==> src/design/osst_pkg.sv <==
`timescale 1ns / 1ps

package osst_pkg;

  localparam int KEY_W        = 32;
  localparam int ACT_W        = 3;
  localparam int STAT_W       = 2;
  localparam int CAPACITY_DEF = 64;

  // Action codes
  localparam logic [ACT_W-1:0] ACT_INSERT = 3'd0;
  localparam logic [ACT_W-1:0] ACT_DELETE = 3'd1;
  localparam logic [ACT_W-1:0] ACT_MEMBER = 3'd2;
  localparam logic [ACT_W-1:0] ACT_SUCC   = 3'd3;
  localparam logic [ACT_W-1:0] ACT_PRED   = 3'd4;

  // Status codes
  localparam logic [STAT_W-1:0] ST_DONE = 2'd0;
  localparam logic [STAT_W-1:0] ST_NONE = 2'd1;
  localparam logic [STAT_W-1:0] ST_FULL = 2'd2;

  typedef struct packed {
    logic [ACT_W-1:0]        action;
    logic signed [KEY_W-1:0] key;
  } req_t;

  typedef struct packed {
    logic [STAT_W-1:0]       status;
    logic                    present;
    logic signed [KEY_W-1:0] found_key;
  } rsp_t;

  // Per-item commands broadcast to every cell during the update cycle
  typedef struct packed {
    logic ins;
    logic del;
    logic succ;
    logic pred;
  } cell_ctl_t;

endpackage

==> src/design/osst_cell.sv <==
`timescale 1ns / 1ps

// One slot of the sorted table. Compares against the probe key, then
// shifts toward its neighbors on insert/delete and flags itself as the
// neighbor key for successor/predecessor.
module osst_cell #(
  parameter int CNT_W = 7,
  parameter int INDEX = 0
) (
  input  logic                             clk,
  input  logic                             cmp_en,
  input  logic signed [osst_pkg::KEY_W-1:0] probe_key,
  input  logic signed [osst_pkg::KEY_W-1:0] ins_key,
  input  logic [CNT_W-1:0]                 occ,
  input  osst_pkg::cell_ctl_t              ctl,
  input  logic signed [osst_pkg::KEY_W-1:0] key_l,
  input  logic                             lt_l,
  input  logic                             gt_l,
  input  logic signed [osst_pkg::KEY_W-1:0] key_r,
  input  logic                             lt_r,
  output logic signed [osst_pkg::KEY_W-1:0] key,
  output logic                             lt,
  output logic                             eq,
  output logic                             gt,
  output logic                             pick,
  output logic signed [osst_pkg::KEY_W-1:0] pick_key
);

  localparam logic [CNT_W-1:0] IDX = CNT_W'(INDEX);

  logic vld;

  assign vld = occ > IDX;

  always_ff @(posedge clk) begin
    if (cmp_en) begin
      lt <= vld && (key < probe_key);
      eq <= vld && (key == probe_key);
    end
    // cells below the lower bound hold; the rest shift
    if (ctl.ins && !lt) begin
      key <= lt_l ? ins_key : key_l;
    end else if (ctl.del && !lt) begin
      key <= key_r;
    end
  end

  assign gt       = vld && !lt && !eq;
  assign pick     = (ctl.succ && gt && !gt_l) || (ctl.pred && lt && !lt_r);
  assign pick_key = pick ? key : '0;

endmodule

==> config.mk <==
export PLATFORM = sky130hd
export DESIGN_NAME = osst_cell
export DESIGN_NICKNAME = d
export VERILOG_FILES = /design/src/design/osst_pkg.sv /design/src/design/osst_cell.sv
export SDC_FILE = /design/constraint.sdc
export NUM_CORES = 1
export LEC_CHECK = 0
export BUFFER_PORTS_ARGS = -buffer_cell sky130_fd_sc_hd__clkbuf_2
export CORE_ASPECT_RATIO = 0.7
export CORE_MARGIN = 2
export CORE_UTILIZATION = 30
export CTS_BUF_LIST = sky130_fd_sc_hd__clkbuf_4 sky130_fd_sc_hd__clkbuf_8
export DETAILED_ROUTE_END_ITERATION = 10
export PLACE_DENSITY = 0.59
export SETUP_SLACK_MARGIN = 0.1
export SYNTH_ARGS = -nofsm -noshare
export SYNTH_HDL_FRONTEND = slang
export SYNTH_SLANG_ARGS = --single-unit
export TNS_END_PERCENT = 100
==> constraint.sdc <==
create_clock -name clk -period 5.3 [get_ports clk]
set_input_delay 0.795 -clock clk [delete_from_list [all_inputs] [get_ports clk]]
set_output_delay 0.795 -clock clk [all_outputs]
set_load 0.005 [all_outputs]
==> results.md, run 1 <==
* DR vias/cell at 4.44
* Critical-path top delay cell: a21oi_4
* Initial Util at 0.313
* Core Area at 9220 um2
* GRT overflow at 0
* Yosys warnings at 0
* Routed WL per cell at 13.1 um
* Critical path endpoint category: primary output
* Syn Nets at 483
* Max-slew violation count at 0
* Seq cells post-synth at 34
* Top post-synthesis cells by area: edfxtp_1 35%, ha_1 14%, mux2i_1 11%
* Detailed placement HPWL at 6950 um
* Seq/Total Area, Yosys at 0.353
* First-pass GRT wire length at 12,900 um
* N_diodes at 0
* Largest net degree at the start of global routing at 65
* CP max stage delay at 560 ps
* Worst rel slew slack at 0.245
* Family with the most delay on the worst path: simple AND/OR/NAND/NOR gates
* Mapped Area at 2890 um2
* Die Ht at 86.1 um
* CP cell instances: clkbuf_2 -> or4_4 -> nor4_4 -> nor2_2 -> a21oi_4 -> buf_4 -> nor2b_2 -> clkbuf_2
* RSZ-0062 raised after global routing: false
* CTS root buf: clkbuf_8
* # hold bufs at CTS at 0
* DRT iter0 DRCs at 48
* Drt pass-1 iters at 4
* Layout Area Growth over Synthesis at 42.7%
* Async SR Flop Fraction at 0
* Synth cell types at 32
* Post-synth EDFFs at 34
* Transition time at the pin with the least slew margin at 1130 ps
* Status: finished, final reports clean
* Post-Syn Area per Cell at 9.41 um2
* Number of global-route vias before repair at 2,777
* Inserted Clock Buffers at 5
* Power density over cell area at 218 nW/um2
* Final period util at 0.714
* Main synth FF type: edfxtp_1
* Overall die area at 10,400 um2
* H-tree Lvls at 2
* Min Tclk post-route at 3780 ps
* Post-DRT Antenna Nets at 0
* Worst path arrival time at 2990 ps
* Setup TNS at 0 ps
* Buf/Inv on CP at 3
* Port bufs at 211
* Hold Path Class: primary input to flop
* CTS tree: yes
* CP most frequent cell: clkbuf_2
* Fin util at 0.447
* Clock Path Buffers at 2
* Die width at 121 um
* Max Clock Skew at 6.09 ps
* Post-CTS Resized at 0
* Count leader, synth: nand2_1
* Share of layout cells above drive strength 1 at 0.499
* WS Path Type: primary input to primary output
* I/O pins at 212
* Gpl congestion at 0.732
* Final Setup Violations at 0
* Commonest cells post-synth: 43 x nand2_1, 34 x edfxtp_1, 33 x inv_1
* Non-filler cells, final at 637
* Fmax at 264 MHz
* Critical Path Source Type: primary input
* Hold Fails Final Rpt at 0
* Maximum vdd drop at 0.108 mV
* Worst-Skew Late Latency at 280 ps
* Synthesized instance count at 307
* Drc violations at 0
* Initial antenna violation count at 0
* Static Leak at 2.23 nW
* CTS Sinks at 34
* Nets at 688
* Total global-route track usage at 0.156
* Post-CTS setup buffers at 0
* Yosys top cell by area: edfxtp_1
* Max-Cap Viols at 0
* # rows at 29
* Via count at 2,826
* Post-Place Cells at 629
* Final WL at 8370 um
* Req. time, crit path at 4510 ps
* Reg clk slew, reported paths at 70 ps
* Top-area cell type share of the netlist area at 0.353
* CP max FO at 17
==> sequential cells by signal, summed over array words and instances (netlist names) <==
register	cells
key	32
eq	1
lt	1
==> stage by stage <==
stage	power (mW)	instance area, um2	setup WS [ps]	hold slack, ps
after CTS	0.917	4120	1490	725
final	0.901	4120	1520	741
after detailed placement	0.720	4040	1500	914
after global placement	0.712	4040	1570	905
after global routing	0.974	4120	1390	726
after floorplan	0.563	2890	2430	818
==> final timing paths <==
| kind | start | end | slack (ps) | cells past startpoint |
|---|---|---|---|---|
| worst max-delay path | occ[3] | pick_key[24] | 1520 | 8 |
| worst min-delay path | cmp_en | eq | 740 | 1 |
| worst min register to register | key[2] | eq | 930 | 3 |
| worst max register to register | key[23] | lt | 3000 | 6 |
==> kinds of logic after synthesis <==
group,Yosys count,synth area share
AND/OR/NAND/NOR,101,0.211
AO/OA/AOI/OAI,59,0.110
buffers and inverters,48,0.0715
flip-flops,34,0.353
multiplexers,33,0.115
adder cells (fa/ha/maj),32,0.139
==> layer usage <==
metal,GRT usage,part of all wire,up-vias
li1,-,-,1478
met1,0.202,0.45,1229
met2,0.274,0.46,117
met3,0.0299,0.075,2
met4,0.0313,0.0053,0
met5,0,0,-
==> layout make-up <==
cell class              instances  area, um2
inverters                      34        128
clock inverters                 2       8.76
well taps                     124        155
repair buffers                212       1060
multi-input cells             225       1670
fillers                       959       5090
clock buffers                   6       76.3
flip-flops and latches         34       1020
==> worst reg2reg max path, delay by kind of cell, from the launching register on <==
family | cells | cell delay [ps]
AOI/OAI and AO/OA | 1 | 190
adders and majority gates | 1 | 340
muxes | 1 | 360
and+or+nand+nor | 3 | 730
DFF | 1 | 430
==> power breakdown <==
part	internal (mW)	total, mW	leakage [nW]	switching [mW]
Clock	0.0955	0.191	0.0460	0.0953
Combinational	0.162	0.329	1.85	0.166
Sequential	0.349	0.381	0.333	0.0318
Total	0.607	0.901	2.23	0.293
==> cells in the final DEF (no fill, tap or decap), types with 4 or more instances in the layout <==
cell      count
nor2b_2      28
ha_1         32
nand2_1      43
mux2i_1      32
inv_1        33
clkbuf_8      5
clkbuf_2    211
edfxtp_1     34
a21oi_1      14
o21ai_1      17
nand4_1       4
o21ai_0      22
nor2_1        5
nor2b_1       5
Note: power is estimated with default switching activity, not from simulation.
==> run 2: changes to the inputs <==
--- a/config.mk
+++ b/config.mk
@@ -11,7 +11,7 @@
 export CORE_UTILIZATION = 30
 export CTS_BUF_LIST = sky130_fd_sc_hd__clkbuf_4 sky130_fd_sc_hd__clkbuf_8
 export DETAILED_ROUTE_END_ITERATION = 10
-export PLACE_DENSITY = 0.59
+export PLACE_DENSITY = 0.62
 export SETUP_SLACK_MARGIN = 0.1
 export SYNTH_ARGS = -nofsm -noshare
 export SYNTH_HDL_FRONTEND = slang
==> constraint.sdc (replaced) <==
create_clock -name clk -period 3.1 [get_ports clk]
set_input_delay 0.465 -clock clk [delete_from_list [all_inputs] [get_ports clk]]
set_output_delay 0.465 -clock clk [all_outputs]
set_load 0.005 [all_outputs]
==> run 2 against run 1 <==
Against the previous run: register-to-register slack got worse by 2200 ps; first-iteration DRC count rose by 58%; sequential power rose by 71%; critical endpoint is now pick_key[31]; largest cell class unchanged.
==> results.md, run 2 (synthesized netlist as in run 1, its figures left out) <==
* Status: finished, final reports clean
* Detailed placement HPWL at 7170 um
* Post-CTS setup buffers at 0
* N_diodes at 0
* Largest Register: key
* Hold Path Class: primary input to flop
* Largest regs: key: 32 flops, eq: 1 flops, lt: 1 flops
* Initial antenna violation count at 0
* Total global-route track usage at 0.158
* H-tree Lvls at 2
* # fillers at 929
* WS Path Type: primary input to primary output
* Sw Pwr at 0.507 mW
* Critical-path top delay cell: or4_4
* Critical Path Source Type: primary input
* Die width at 121 um
* Multi-input combinational cell area at 1670 um2
* Drc violations at 0
* Req. time, crit path at 2630 ps
* Final Setup Violations at 0
* Critical path endpoint category: primary output
* CP cell instances: clkbuf_2 -> or4_4 -> nor4_4 -> nor2_2 -> a21oi_4 -> buf_12 -> nor2b_1 -> clkbuf_2
* Drt pass-1 iters at 4
* Largest register FFs at 32
* Max-Cap Viols at 0
* Routed WL per cell at 13.4 um
* CTS tree: yes
* Register Area at 1020 um2
* Initial Util at 0.313
* Min Tclk post-route at 2430 ps
* CP max FO at 33
* Clock Path Buffers at 2
* CP max stage delay at 530 ps
* Pre-CTS setup slack at 655 ps
* Reg clk slew, reported paths at 70 ps
* Worst Slack Setup Final at 671 ps
* Clock share of power at 0.211
* Max-slew violation count at 0
* Power, Total at 1.54 mW
* Fmax at 412 MHz
* Worst-Skew Late Latency at 280 ps
* Largest net degree at the start of global routing at 45
* R2r setup slk at 770 ps
* I/O pins at 212
* Worst path arrival time at 1960 ps
* Max Clock Skew at 9.60 ps
* Commonest cells after routing, fill and taps aside: 211 x clkbuf_2, 43 x nand2_1, 34 x edfxtp_1
* CTS root buf: clkbuf_8
* Maximum vdd drop at 0.144 mV
* Inserted Clock Buffers at 5
* Gpl congestion at 0.743
* # hold bufs at CTS at 0
* Most common cell after layout, fill and taps aside: clkbuf_2
* Sw frac at 0.329
* Post-CTS Resized at 0
* Core Area at 9220 um2
* Comb power frac at 0.366
* Die Ht at 86.1 um
* Worst rel slew slack at 0.363
* Post-DRT Antenna Nets at 0
* # rows at 29
* Number of global-route vias before repair at 2,775
* Power density over cell area at 370 nW/um2
* Reg2reg path depth at 6
* Sequential share of power at 0.423
* Layout Area Growth over Synthesis at 44.0%
* CP most frequent cell: clkbuf_2
* Pint at 1.03 mW
* Worst Hold Path Cells at 1
* Port bufs at 211
* DR vias/cell at 4.47
* DRT iter0 DRCs at 76
* Final period util at 0.783
* RSZ-0062 raised after global routing: false
* Hold Fails Final Rpt at 0
* Overall die area at 10,400 um2
* Share of layout cells above drive strength 1 at 0.502
* CTS Sinks at 34
* First-pass GRT wire length at 13,000 um
* Transition time at the pin with the least slew margin at 953 ps
* Via count at 2,860
* Final WL at 8580 um
* Static Leak at 2.24 nW
* Nets at 691
* Setup TNS at 0 ps
* GRT overflow at 0
==> run 2: cell types whose count changed in the layout (fill, tap and decap cells not counted), sizes merged <==
cell / previous run / this run
buf: 1 / 4
clkbuf: 217 / 216
clkinvlp: 0 / 1
==> run 2: critical path, delay by kind of cell <==
family                 cells  cell delay (ps)
buffers and inverters      3              450
AO/OA/AOI/OAI              1              150
AND/OR/NAND/NOR            4              880
==> run 2: per-layer routing <==
metal	GRT usage	routed length [um]
met5	0	0
met4	0.0345	57
met3	0.0253	631
met2	0.297	4240
met1	0.190	3650
==> run 2: worst paths after layout <==
kind,from,endpoint
worst max-delay path,occ[3],pick_key[31]
worst min-delay path,cmp_en,lt
worst max register to register,key[13],lt
worst min register to register,lt,key[29]
==> run 2: cell type report <==
cell class | instances | share of cell area
multi-input cells | 225 | 0.402
repair buffers | 215 | 0.264
flip-flops and latches | 34 | 0.245
well taps | 124 | 0.0373
inverters | 34 | 0.0307
clock buffers | 5 | 0.0165
clock inverters | 3 | 0.00391
==> run 2: stage by stage <==
step,area [um2],cells,utilization,hold WS (ps)
after floorplan,2890,307,-,577
after global placement,4070,632,0.442,712
after detailed placement,4070,632,0.442,723
after CTS,4160,640,0.451,431
after global routing,4160,640,0.451,429
final,4160,640,0.451,434
==> run 2: power by group through the flow <==
stage	logic (mW)	registers, mW	clock network [mW]
finish	0.564	0.652	0.324
global route	0.639	0.663	0.358
CTS	0.573	0.654	0.338
detailed placement	0.570	0.664	0
global placement	0.560	0.662	0
floorplan	0.311	0.652	0
==> run 3: changes to the inputs <==
==> constraint.sdc (replaced) <==
create_clock -name clk -period 2.05 [get_ports clk]
set_input_delay 0.3075 -clock clk [delete_from_list [all_inputs] [get_ports clk]]
set_output_delay 0.3075 -clock clk [all_outputs]
set_load 0.005 [all_outputs]
==> run 3 against run 2 <==
Against the previous run: the run now ends with setup timing left; sequential share of layout area fell by 3.0 points; cell count rose by 7.0%; register-to-register slack worse by 830 ps; worst hold slack got worse by 170 ps; critical path depth grew 1; via count rose by 6.1%; count of clock-buffer cells in the layout is 2 higher; non-clock buffer count increased by 46; sequential power grew 49%; clock skew down 5.6 ps; core utilization rose by 6.2 points; clock power rose by 53%.
==> results.md, run 3 (synthesized netlist as in run 1, its figures left out) <==
* Total global-route track usage at 0.165
* Via count at 3,034
* Routed WL per cell at 13.8 um
* Maximum vdd drop at 0.242 mV
* Worst Slack Setup Final at -91.4 ps
* Clock Path Buffers at 2
* Overall die area at 10,400 um2
* CTS Sinks at 34
* Critical Path Source Type: primary input
* Largest net degree at the start of global routing at 65
* Critical path endpoint category: primary output
* Die width at 121 um
* Worst Hold Path Cells at 1
* Power density over cell area at 549 nW/um2
* Nets at 737
* Failing checks: setup timing
* Placed cell areas at 4340 um2
* Initial antenna violation count at 0
* Worst-Skew Late Latency at 280 ps
* Largest register FFs at 32
* Drc violations at 0
* I/O pins at 212
* Pre-CTS setup slack at -127 ps
* Design area at 4730 um2
* Reg2reg path depth at 6
* Port bufs at 211
* Largest regs: key: 32 flops, eq: 1 flops, lt: 1 flops
* Number of global-route vias before repair at 3,048
* Max-slew violation count at 0
* Post-DRT Antenna Nets at 0
* Transition time at the pin with the least slew margin at 585 ps
* Commonest cells after routing, fill and taps aside: 210 x clkbuf_2, 43 x nand2_1, 43 x buf_4
* Min Tclk post-route at 2140 ps
* CP max FO at 7
* Share of layout cells above drive strength 1 at 0.561
* CTS tree: yes
* Final WL at 9430 um
* CTS root buf: clkbuf_8
* # fillers at 894
* Initial Util at 0.313
* Detailed placement HPWL at 7280 um
* GRT overflow at 0
* WS Path Type: primary input to primary output
* RSZ-0062 raised after global routing: true
* Die Ht at 86.1 um
* Reg clk slew, reported paths at 70 ps
* Hold Fails Final Rpt at 0
* H-tree Lvls at 2
* Power, Total at 2.59 mW
* Worst path arrival time at 1830 ps
* # rows at 29
* Max-Cap Viols at 0
* Final Setup Violations at 34
* DR vias/cell at 4.43
* Worst rel slew slack at 0.610
* First-pass GRT wire length at 13,700 um
* Gpl congestion at 0.788
* Core Area at 9220 um2
* Max Clock Skew at 4.04 ps
* Final period util at 1.04
* Req. time, crit path at 1740 ps
* Layout Area Growth over Synthesis at 63.7%
* Static Leak at 2.57 nW
* DRT iter0 DRCs at 69
* Inserted Clock Buffers at 5
* Fmax at 467 MHz
* Drt pass-1 iters at 5
* Most common cell after layout, fill and taps aside: clkbuf_2
* N_diodes at 0
* Fin util at 0.513
* Largest Register: key
* Hold Path Class: primary input to flop
* Final hold slack at 266 ps
* Status: complete, but fails checks
-- run 3: changes by cell type in the layout (fill, tap and decap cells not counted), moves of 2 or more --
cell / before / now
nor4_1: 2 / 0
ha_4: 0 / 4
ha_1: 32 / 28
nor2b_4: 0 / 9
buf_12: 1 / 3
buf_4: 3 / 43
nor4_2: 0 / 2
clkbuf_4: 0 / 2
nor2b_2: 28 / 20
clkbuf_16: 0 / 3
-- run 3: layout make-up --
class / instances / area, um2 / share of cell area
clock buffers: 7 / 83.8 / 0.0177
well taps: 124 / 155 / 0.0328
repair buffers: 261 / 1540 / 0.325
inverters: 34 / 130 / 0.0275
flip-flops and latches: 34 / 1020 / 0.216
multi-input cells: 225 / 1800 / 0.381
-- run 3: timing repair --
item / 4_1_cts / 5_1_grt
endpoints found under the setup margin: 35 / 35
pin swaps: 9 / 1
gates resized for setup: 6 / 14
gates cloned: 0 / 4
hold buffers: 0 / 0
setup buffers: 10 / 3
-- run 3: metal layers --
layer	GRT usage	wire, um	vias up
met5	0	0	-
met4	0.0324	59	0
met3	0.0259	619	4
met2	0.298	4550	127
met1	0.210	4200	1328
li1	-	-	1575
-- run 3: metrics by stage --
stage	std cells	setup TNS (ps)
5_1_grt	685	-4590
4_1_cts	678	-597
3_3_place_gp	661	-62.9
2_1_floorplan	307	0
6_report	685	-2220
3_5_place_dp	661	-577
-- run 3: power by group --
group	switching [mW]	total, mW	internal [mW]	leakage [nW]
Combinational	0.514	1.13	0.615	2.19
Clock	0.236	0.497	0.261	0.0452
Sequential	0.0681	0.969	0.901	0.333
Total	0.818	2.59	1.78	2.57
-- run 3: critical path, cell delays in order --
cell,delay [ps]
clkbuf_2,80
or4_4,540
nor4_4,170
nor2_2,80
a21oi_4,170
buf_12,160
clkbuf_16,180
nor2b_2,40
clkbuf_2,100
-- run 3: path summary, 6_finish.rpt --
kind	slack, ps	from	end
worst min register to register	940	key[1]	eq
worst max register to register	-60	key[20]	lt
worst max-delay path	-90	occ[3]	pick_key[24]
worst min-delay path	270	cmp_en	eq
